**config.mk**
```make
export PLATFORM = sky130hd
export DESIGN_NAME = aging_neighbor_table
export DESIGN_NICKNAME = d
export VERILOG_FILES = /design/src/rtl/ant_pkg.sv /design/src/rtl/aging_neighbor_table.sv /design/src/rtl/ant_cell.sv /design/src/rtl/ant_chain.sv
export SDC_FILE = /design/constraint.sdc
export NUM_CORES = 2
export LEC_CHECK = 0
export ABC_AREA = 1
export BUFFER_PORTS_ARGS = -buffer_cell sky130_fd_sc_hd__buf_2
export CELL_PAD_IN_SITES_DETAIL_PLACEMENT = 1
export CELL_PAD_IN_SITES_GLOBAL_PLACEMENT = 1
export CORE_MARGIN = 1
export CORE_UTILIZATION = 30
export DETAILED_ROUTE_END_ITERATION = 7
export PLACE_DENSITY = 0.57
export RECOVER_POWER = 25
export SLEW_MARGIN = 20
export SYNTH_ARGS = -nofsm -noshare
export SYNTH_HDL_FRONTEND = slang
export SYNTH_SLANG_ARGS = --single-unit
export TNS_END_PERCENT = 1
```
**constraint.sdc**
```tcl
create_clock -name clk_i -period 9.94 [get_ports clk_i]
set_clock_uncertainty 0.15 [all_clocks]
set_input_delay 0.994 -clock clk_i [delete_from_list [all_inputs] [get_ports clk_i]]
set_output_delay 0.994 -clock clk_i [all_outputs]
set_load 0.005 [all_outputs]
```
**src/rtl/ant_pkg.sv**
```systemverilog
// ant_pkg: shared types, sizes and codes of the aging neighbor table.
// No dependencies; every other file of the block imports it.
package ant_pkg;

  localparam int unsigned TABLE_DEPTH = 32;
  localparam int unsigned IDX_W       = $clog2(TABLE_DEPTH);
  localparam int unsigned CNT_W       = $clog2(TABLE_DEPTH + 1);
  localparam int unsigned ID_W        = 16;
  localparam int unsigned STAMP_W     = 32;
  localparam int unsigned AGE_W       = 16;
  localparam int unsigned ADDR_W      = 3;
  localparam int unsigned DATA_W      = 32;
  localparam int unsigned FCNT_W      = 6;

  localparam logic [AGE_W-1:0] PRUNE_RESET = 16'd150;
  localparam logic [AGE_W-1:0] FRESH_RESET = 16'd100;

  // register index, taken from paddr[2]
  localparam logic REG_PRUNE = 1'b0;
  localparam logic REG_FRESH = 1'b1;

  // input command codes
  localparam logic CMD_HEARD  = 1'b0;
  localparam logic CMD_BEACON = 1'b1;

  typedef enum logic [1:0] {
    KIND_ACK  = 2'd0,
    KIND_LIST = 2'd1,
    KIND_END  = 2'd2
  } ant_kind_e;

  typedef enum logic [1:0] {
    ST_IDLE,
    ST_HEARD,
    ST_PRUNE
  } ant_state_e;

  typedef enum logic [1:0] {
    CHAIN_HOLD,
    CHAIN_SHIFT_DN,
    CHAIN_REFRESH,
    CHAIN_POP
  } ant_op_e;

  typedef struct packed {
    logic               valid;
    logic [ID_W-1:0]    id;
    logic [STAMP_W-1:0] stamp;
  } ant_entry_t;

  typedef struct packed {
    ant_op_e          op;
    logic             push;
    logic [IDX_W-1:0] push_idx;
  } ant_ctrl_t;

endpackage

```
**src/rtl/aging_neighbor_table.sv**
```systemverilog
// aging_neighbor_table: top level with control sequencer, result register
// and APB register file. Depends on ant_pkg and ant_chain (row of ant_cell).
//
// The table is a row of TABLE_DEPTH cells, newest insertion in cell 0. Valid
// entries always fill cells 0..n-1. A heard beat is registered at accept
// and answered from ST_HEARD once the result slot is free: all cells
// compare the id at once; a hit refreshes the stamp, a miss shifts the row
// down one cell and writes cell 0, and a full table drops the id with
// dropped_full set. A beacon beat runs the prune pass over its n live entries
// (at most 32 at the default depth): every
// cycle the head cell is popped, its age (now_ms - stamp, modulo 2^32) is
// checked, a survivor is written back at the tail of the live region and, if
// it is also younger than fresh_age_ms, goes out as a listed beat. After n
// pops the survivors are back in their order in cells 0..keep-1 and an end
// beat with the count closes the list. The pass pauses while a result beat
// is stalled. The input is stalled while a beat is being worked on. Registers
// on APB: prune_age_ms at 0x0 (reset 150), fresh_age_ms at 0x4 (reset 100);
// pready is always high, reads return the value zero-extended.
module aging_neighbor_table import ant_pkg::*; (
  input  logic               clk_i,
  input  logic               rst_ni,
  // input channel
  input  logic               in_valid_i,
  output logic               in_stall_o,
  input  logic               cmd_i,
  input  logic [ID_W-1:0]    neighbor_id_i,
  input  logic [STAMP_W-1:0] now_ms_i,
  // result channel
  output logic               out_valid_o,
  input  logic               out_stall_i,
  output logic [1:0]         kind_o,
  output logic [ID_W-1:0]    listed_id_o,
  output logic               was_new_o,
  output logic               dropped_full_o,
  output logic [FCNT_W-1:0]  fresh_count_o,
  output logic               last_o,
  // APB
  input  logic               psel,
  input  logic               penable,
  input  logic               pwrite,
  input  logic [ADDR_W-1:0]  paddr,
  input  logic [DATA_W-1:0]  pwdata,
  output logic [DATA_W-1:0]  prdata,
  output logic               pready
);

  ant_state_e         state_q, state_d;
  logic               cmd_q;
  logic [ID_W-1:0]    id_q;
  logic [STAMP_W-1:0] now_q;
  logic [CNT_W-1:0]   count_q, count_d;    // live entries
  logic [CNT_W-1:0]   pop_cnt_q, pop_cnt_d;
  logic [CNT_W-1:0]   listed_q, listed_d;
  logic [AGE_W-1:0]   prune_q, fresh_q;

  // result register
  logic               out_valid_q;
  ant_kind_e          out_kind_q, out_kind_d;
  logic [ID_W-1:0]    out_id_q, out_id_d;
  logic               out_new_q, out_new_d;
  logic               out_drop_q, out_drop_d;
  logic [FCNT_W-1:0]  out_cnt_q, out_cnt_d;
  logic               out_last_q, out_last_d;
  logic               out_load;

  ant_ctrl_t          ctrl;
  ant_entry_t         head;
  logic               hit;
  logic [ID_W-1:0]    key_id;
  logic [STAMP_W-1:0] key_stamp;
  logic [STAMP_W-1:0] age;
  logic               survive, fresh;
  logic               slot_free, in_accept, full;
  logic [CNT_W-1:0]   cnt_m1;

  assign slot_free  = !out_valid_q || !out_stall_i;
  assign in_stall_o = (state_q != ST_IDLE);
  assign in_accept  = in_valid_i && !in_stall_o;
  assign full       = (count_q == CNT_W'(TABLE_DEPTH));
  assign cnt_m1     = count_q - CNT_W'(1);

  assign age     = now_q - head.stamp;
  assign survive = age < {{(STAMP_W-AGE_W){1'b0}}, prune_q};
  assign fresh   = age < {{(STAMP_W-AGE_W){1'b0}}, fresh_q};

  // heard compares the incoming id; a pop writes the head back at the tail
  assign key_id    = (state_q == ST_PRUNE) ? head.id    : id_q;
  assign key_stamp = (state_q == ST_PRUNE) ? head.stamp : now_q;

  ant_chain u_chain (
    .clk_i       (clk_i),
    .rst_ni      (rst_ni),
    .ctrl_i      (ctrl),
    .key_id_i    (key_id),
    .key_stamp_i (key_stamp),
    .head_o      (head),
    .hit_o       (hit)
  );

  // next state
  always_comb begin
    state_d = state_q;
    case (state_q)
      ST_IDLE: begin
        if (in_accept) begin
          state_d = (cmd_i == CMD_BEACON) ? ST_PRUNE : ST_HEARD;
        end
      end
      ST_HEARD: begin
        if (slot_free) begin
          state_d = ST_IDLE;
        end
      end
      ST_PRUNE: begin
        if (slot_free && (pop_cnt_q == '0)) begin
          state_d = ST_IDLE;
        end
      end
      default: begin
        state_d = ST_IDLE;
      end
    endcase
  end

  // outputs of the sequencer
  always_comb begin
    ctrl       = '{op: CHAIN_HOLD, push: 1'b0, push_idx: cnt_m1[IDX_W-1:0]};
    count_d    = count_q;
    pop_cnt_d  = pop_cnt_q;
    listed_d   = listed_q;
    out_load   = 1'b0;
    out_kind_d = KIND_ACK;
    out_id_d   = '0;
    out_new_d  = 1'b0;
    out_drop_d = 1'b0;
    out_cnt_d  = '0;
    out_last_d = 1'b1;
    case (state_q)
      ST_IDLE: begin
        if (in_accept) begin
          pop_cnt_d = count_q;
          listed_d  = '0;
        end
      end
      ST_HEARD: begin
        if (slot_free) begin
          out_load = 1'b1;
          if (hit) begin
            ctrl.op = CHAIN_REFRESH;
          end else if (full) begin
            out_drop_d = 1'b1;
          end else begin
            ctrl.op   = CHAIN_SHIFT_DN;
            count_d   = count_q + CNT_W'(1);
            out_new_d = 1'b1;
          end
        end
      end
      ST_PRUNE: begin
        if (slot_free) begin
          if (pop_cnt_q == '0) begin
            out_load   = 1'b1;
            out_kind_d = KIND_END;
            out_cnt_d  = FCNT_W'(listed_q);
          end else begin
            ctrl.op   = CHAIN_POP;
            ctrl.push = survive;
            pop_cnt_d = pop_cnt_q - CNT_W'(1);
            if (!survive) begin
              count_d = cnt_m1;
            end
            if (survive && fresh) begin
              out_load   = 1'b1;
              out_kind_d = KIND_LIST;
              out_id_d   = head.id;
              out_last_d = 1'b0;
              listed_d   = listed_q + CNT_W'(1);
            end
          end
        end
      end
      default: begin
        out_load = 1'b0;
      end
    endcase
  end

  always_ff @(posedge clk_i or negedge rst_ni) begin
    if (!rst_ni) begin
      state_q     <= ST_IDLE;
      count_q     <= '0;
      pop_cnt_q   <= '0;
      listed_q    <= '0;
      out_valid_q <= 1'b0;
    end else begin
      state_q   <= state_d;
      count_q   <= count_d;
      pop_cnt_q <= pop_cnt_d;
      listed_q  <= listed_d;
      if (out_load) begin
        out_valid_q <= 1'b1;
      end else if (!out_stall_i) begin
        out_valid_q <= 1'b0;
      end
    end
  end

  always_ff @(posedge clk_i) begin
    if (in_accept) begin
      cmd_q <= cmd_i;
      id_q  <= neighbor_id_i;
      now_q <= now_ms_i;
    end
    if (out_load) begin
      out_kind_q <= out_kind_d;
      out_id_q   <= out_id_d;
      out_new_q  <= out_new_d;
      out_drop_q <= out_drop_d;
      out_cnt_q  <= out_cnt_d;
      out_last_q <= out_last_d;
    end
  end

  assign out_valid_o    = out_valid_q;
  assign kind_o         = out_kind_q;
  assign listed_id_o    = out_id_q;
  assign was_new_o      = out_new_q;
  assign dropped_full_o = out_drop_q;
  assign fresh_count_o  = out_cnt_q;
  assign last_o         = out_last_q;

  // APB register file
  always_ff @(posedge clk_i or negedge rst_ni) begin
    if (!rst_ni) begin
      prune_q <= PRUNE_RESET;
      fresh_q <= FRESH_RESET;
    end else if (psel && penable && pwrite && pready) begin
      if (paddr[2] == REG_FRESH) begin
        fresh_q <= pwdata[AGE_W-1:0];
      end else begin
        prune_q <= pwdata[AGE_W-1:0];
      end
    end
  end

  assign pready = 1'b1;
  assign prdata = (paddr[2] == REG_PRUNE) ? {{(DATA_W-AGE_W){1'b0}}, prune_q}
                                          : {{(DATA_W-AGE_W){1'b0}}, fresh_q};

  // checks
  a_count_bound : assert property (@(posedge clk_i) disable iff (!rst_ni)
    count_q <= CNT_W'(TABLE_DEPTH))
    else $error("live entry count beyond table depth");

  a_pop_bound : assert property (@(posedge clk_i) disable iff (!rst_ni)
    (state_q == ST_PRUNE) |-> (pop_cnt_q <= count_q))
    else $error("prune pass pops more entries than are live");

  a_heard_ack : assert property (@(posedge clk_i) disable iff (!rst_ni)
    (state_q == ST_HEARD && slot_free) |=>
      (out_valid_q && out_kind_q == KIND_ACK && out_last_q && state_q == ST_IDLE))
    else $error("heard beat did not give a final ack");

  a_beacon_end : assert property (@(posedge clk_i) disable iff (!rst_ni)
    (state_q == ST_PRUNE && slot_free && pop_cnt_q == '0 && cmd_q) |=>
      (out_valid_q && out_kind_q == KIND_END && out_last_q && state_q == ST_IDLE))
    else $error("beacon list not closed by end beat");

endmodule

```
**src/rtl/ant_cell.sv**
```systemverilog
// ant_cell: one table slot (valid, id, stamp) with its neighbor moves.
// Depends on ant_pkg.
module ant_cell import ant_pkg::*; (
  input  logic               clk_i,
  input  logic               rst_ni,
  input  ant_ctrl_t          ctrl_i,
  input  logic [IDX_W-1:0]   idx_i,
  input  logic [ID_W-1:0]    key_id_i,
  input  logic [STAMP_W-1:0] key_stamp_i,
  input  ant_entry_t         prev_i,
  input  ant_entry_t         next_i,
  output ant_entry_t         ent_o,
  output logic               hit_o
);

  logic               valid_q, valid_d;
  logic [ID_W-1:0]    id_q, id_d;
  logic [STAMP_W-1:0] stamp_q, stamp_d;

  assign hit_o = valid_q && (id_q == key_id_i);
  assign ent_o = '{valid: valid_q, id: id_q, stamp: stamp_q};

  always_comb begin
    valid_d = valid_q;
    id_d    = id_q;
    stamp_d = stamp_q;
    case (ctrl_i.op)
      CHAIN_SHIFT_DN: begin
        valid_d = prev_i.valid;
        id_d    = prev_i.id;
        stamp_d = prev_i.stamp;
      end
      CHAIN_REFRESH: begin
        if (hit_o) begin
          stamp_d = key_stamp_i;
        end
      end
      CHAIN_POP: begin
        // survivor re-enters at the tail of the live region
        if (ctrl_i.push && (idx_i == ctrl_i.push_idx)) begin
          valid_d = 1'b1;
          id_d    = key_id_i;
          stamp_d = key_stamp_i;
        end else begin
          valid_d = next_i.valid;
          id_d    = next_i.id;
          stamp_d = next_i.stamp;
        end
      end
      default: begin
        valid_d = valid_q;
      end
    endcase
  end

  always_ff @(posedge clk_i or negedge rst_ni) begin
    if (!rst_ni) begin
      valid_q <= 1'b0;
    end else begin
      valid_q <= valid_d;
    end
  end

  always_ff @(posedge clk_i) begin
    id_q    <= id_d;
    stamp_q <= stamp_d;
  end

endmodule

```
**src/rtl/ant_chain.sv**
```systemverilog
// ant_chain: row of ant_cell slots, newest entry in slot 0, plus hit reduction.
// Depends on ant_pkg and ant_cell.
module ant_chain import ant_pkg::*; (
  input  logic               clk_i,
  input  logic               rst_ni,
  input  ant_ctrl_t          ctrl_i,
  input  logic [ID_W-1:0]    key_id_i,
  input  logic [STAMP_W-1:0] key_stamp_i,
  output ant_entry_t         head_o,
  output logic               hit_o
);

  ant_entry_t                 ent   [TABLE_DEPTH];
  ant_entry_t                 prv   [TABLE_DEPTH];
  ant_entry_t                 nxt   [TABLE_DEPTH];
  logic [TABLE_DEPTH-1:0]     hit_vec;

  for (genvar i = 0; i < TABLE_DEPTH; i++) begin : g_cell
    if (i == 0) begin : g_head
      assign prv[i] = '{valid: 1'b1, id: key_id_i, stamp: key_stamp_i};
    end else begin : g_mid
      assign prv[i] = ent[i-1];
    end
    if (i == TABLE_DEPTH - 1) begin : g_tail
      assign nxt[i] = '0;
    end else begin : g_body
      assign nxt[i] = ent[i+1];
    end

    ant_cell u_cell (
      .clk_i       (clk_i),
      .rst_ni      (rst_ni),
      .ctrl_i      (ctrl_i),
      .idx_i       (IDX_W'(i)),
      .key_id_i    (key_id_i),
      .key_stamp_i (key_stamp_i),
      .prev_i      (prv[i]),
      .next_i      (nxt[i]),
      .ent_o       (ent[i]),
      .hit_o       (hit_vec[i])
    );
  end

  assign head_o = ent[0];
  assign hit_o  = |hit_vec;

endmodule
```
==> key figures <==
CTS
  • Number of CTS-inserted buffers: 215
  • Clk slew on worst S/H paths: 0.06 ns
  • Clock Path Buffers: 4
  • CTS Root Cell: clkbuf_16
  • Clk sinks: 1,696
  • H-tree lvl count: 4
  • Clock Latency Late Sink: 0.94 ns
  • Setup bufs post-CTS: 0
  • TritonCTS clock tree: yes

Power
  • Max VDD drop: 0.2131 mV
  • Total power: 37.85 mW
  • Leakage Power: 54.85 nW
  • Power per cell area: 313.4 nW/µm²

Global routing
  • First-pass GRT wire length: 641.2 mm
  • Largest net degree at the start of global routing: 184
  • GRT Overall Usage: 0.2239
  • Met3 usage: 0.02023
  • Initial antenna violation count: 6
  • Remaining Overflow, GRT: 0
  • Met2 usage: 0.3708
  • Vias in the first global route: 101,681
  • Most Crowded Layer GR: met2
  • M1 GR Usage: 0.3131

Worst hold path
  • Worst hold start: now_ms_i[30]
  • WHS Path Cells: 1
  • Worst Hold Path EP: now_q[30]
  • Hold WC Path Type: input port to register

Synth
  • Synth area leader: edfxtp_1
  • Area of the mapped netlist: 109,300 µm²
  • Post-synth top area share: 0.4426
  • Post-Synthesis Cells: 14,922
  • EDFF count, synth: 1,611
  • Sequential-to-total area share from yosys stat: 0.4621
  • Warnings from Yosys: 0
  • Synthesized area per cell: 7.325 µm²
  • Async SR Flop Fraction: 0.05012
  • Area contributors post-synth: edfxtp_1 (44%), nand2_1 (18%), inv_1 (7.3%)
  • Distinct cell type count after synthesis: 55
  • Seq cells post-synth: 1,696
  • Synth Flop Type: edfxtp_1

Worst setup path
  • Worst reg2reg endpoint: u_chain.g_cell[3].u_cell.stamp_q[11]
  • R2R cell count: 27
  • Internal reg-to-reg setup slack: 1.20 ns
  • CP Class: register to register
  • Worst EP required: 10.45 ns
  • Worst-path fanout max: 93
  • Crit path DAT: 9.24 ns
  • Critical Path End Type: register
  • Crit start category: register
  • Worst R2R Start: u_chain.g_cell[0].u_cell.stamp_q[0]

Timing
  • Final Cycle Share: 0.8790
  • Setup TNS: 0 ns
  • Final setup fails: 0
  • Hold_ws: 0.08177 ns
  • Minimum clock period: 8.738 ns
  • Final WS setup: 1.202 ns
  • Final hold viol count: 0
  • Fmax: 0.1144 GHz
  • Worst slew pin tran: 3.523 ns
  • Final slew viol count: 353
  • Relative slew slack: -1.349
  • RSZ-0062 raised after global routing: no

Detailed routing
  • Final wirelength: 421.6 mm
  • Total number of vias: 99,783
  • Vias per std cell: 5.139
  • Wire per inst: 21.72 µm
  • Drt drc: 0
  • First-pass iteration count of the detailed router: 5
  • Detail Route Antenna Nets: 0
  • Initial drt markers: 6,547

Cells and area
  • Area of the multi-input gates: 46,060 µm²
  • Fin area: 120,800 µm²
  • Nets: 14,605
  • Fillcell total: 44,499
  • Sequential Area: 50,510 µm²
  • Commonest non-fill, non-tap cells in the layout: nand2_1 (5,324), inv_1 (2,117), edfxtp_1 (1,611)
  • Share of layout cells above drive strength 1: 0.07004
  • Final non-filler cell total: 19,416
  • Post-Route Utilization: 0.3331
  • Synthesis-to-finish area growth: 10.48%
  • Most common cell after layout, fill and taps aside: nand2_1

Outcome
  • Status: finished with violations
  • Failing checks: max-capacitance violations, max-slew violations

Run
  • Max Cap Viol: 9

Die
  • Die Wd: 605.6 µm
  • I/O pins: 153
  • Num rows: 221
  • Starting Density: 0.3015
  • Core area: 362,500 µm²
  • DIE AREA: 366,800 µm²
  • Die Y: 605.6 µm

Placement
  • Post-DP HPWL: 280.7 mm
  • GP Congestion: 0.8434
  • Dpl cells: 19,013
  • Pre-CTS setup slack: 2.281 ns
  • IO Port Bufs: 117
  • Placed cell areas: 114,000 µm²
worst max-delay path, stage by stage (launching register included):
cell      delay [ns]
edfxtp_1        0.48
ha_1            0.32
fa_1            0.44
inv_1           0.16
nand2_1         0.08
nand3_1         0.14
nand3_1         0.09
nand2_1         0.11
xor2_1          0.54
ha_1            0.38
nand2_1         0.07
nor2_1          0.04
a211oi_1        0.61
nand3_1         0.17
nor2_1          0.16
nand3_1         0.09
nor2_1          0.27
nand3_1         0.30
nor2_1          1.31
buf_12          0.49
buf_4           0.37
nand3_2         0.09
clkbuf_1        0.47
inv_1           0.20
buf_4           0.44
nand2_1         0.10
nand3_1         0.12
nand2_1         0.07
cells by family (layout without fill, tap and decap cells):
logic type / after synthesis / in the layout / synth area share
AOI/OAI and AO/OA: 1552 / 1552 / 0.07253
muxes: 1 / 1 / 0.00009157
buffers and inverters: 3262 / 2946 / 0.1254
and+or+nand+nor: 8143 / 8143 / 0.3159
xor gates and xnor gates: 193 / 193 / 0.01546
other: 2 / 18 / 0.00006870
DFF: 1696 / 1696 / 0.4621
adders and majority gates: 73 / 73 / 0.008424
synth_stat cells, types with 29 or more instances:
master,number
o22ai_1,29
ha_1,72
nand3_1,1563
or2_2,179
a21oi_1,1012
buf_4,48
clkbuf_1,581
nor2_1,471
buf_2,369
nand2_1,5335
o21ai_1,79
nor3_1,38
o21ai_0,389
edfxtp_1,1611
nand4_1,497
buf_6,96
dfrtp_1,78
inv_1,2128
xor2_1,185
layer usage:
| layer | vias up | part of all wire |
|---|---|---|
| met5 | - | 0.000033 |
| met4 | 2 | 0.025 |
| li1 | 46861 | - |
| met2 | 1670 | 0.46 |
| met3 | 447 | 0.036 |
| met1 | 50803 | 0.48 |
cell type report:
type                       count  share of cell area
timing repair buffer         418             0.02715
multi-input combinational   9979              0.3814
inverter                    2131             0.06639
clock inverter                87            0.007315
sequential                  1696              0.4183
antenna                        1          0.00002072
clock buffer                 310             0.04977
tap                         4794             0.04967
sequential cells by signal (all words and copies together) (netlist names):
| signal | cells |
|---|---|
| was_new_o | 1 |
| state_q | 2 |
| dropped_full_o | 1 |
| now_q | 32 |
| prune_q | 16 |
| fresh_q | 16 |
| pop_cnt_q | 6 |
| count_q | 6 |
| fresh_count_o | 6 |
| listed_q | 6 |
| listed_id_o | 16 |
| kind_o | 2 |
| id_q | 16 |
| last_o | 1 |
| u_chain.g_cell.u_cell.stamp_q | 1024 |
| u_chain.g_cell.u_cell.id_q | 512 |
| u_chain.g_cell.u_cell.valid_q | 32 |
| out_valid_o | 1 |
report_power, final:
group / leakage [nW] / internal, mW / switching [mW]
Clock: 3.36 / 4.62 / 3.45
Sequential: 15.9 / 11.9 / 1.61
Combinational: 35.6 / 4.57 / 11.7
Total: 54.8 / 21.0 / 16.8
worst max-delay path by stage:
stage / to / from / cells past startpoint / slack [ns]
3_5_place_dp: u_chain.g_cell[13].u_cell.stamp_q[14] / state_q[0] / 25 / 2.28
6_report: u_chain.g_cell[3].u_cell.stamp_q[11] / u_chain.g_cell[0].u_cell.stamp_q[0] / 27 / 1.20
2_1_floorplan: u_chain.g_cell[0].u_cell.id_q[0] / state_q[0] / 22 / 0.88
4_1_cts: u_chain.g_cell[13].u_cell.stamp_q[14] / state_q[0] / 25 / 2.27
5_1_grt: u_chain.g_cell[3].u_cell.stamp_q[14] / u_chain.g_cell[0].u_cell.stamp_q[0] / 27 / 0.94
3_3_place_gp: u_chain.g_cell[13].u_cell.stamp_q[14] / state_q[0] / 25 / 2.32
timing repair:
| action | CTS | global route |
|---|---|---|
| resized for setup | 0 | 0 |
| hold endpoints to repair | 32 | 0 |
| setup endpoints to repair | 0 | 0 |
| hold buffers | 1 | 0 |
Note: power is estimated with default switching activity, not from simulation.
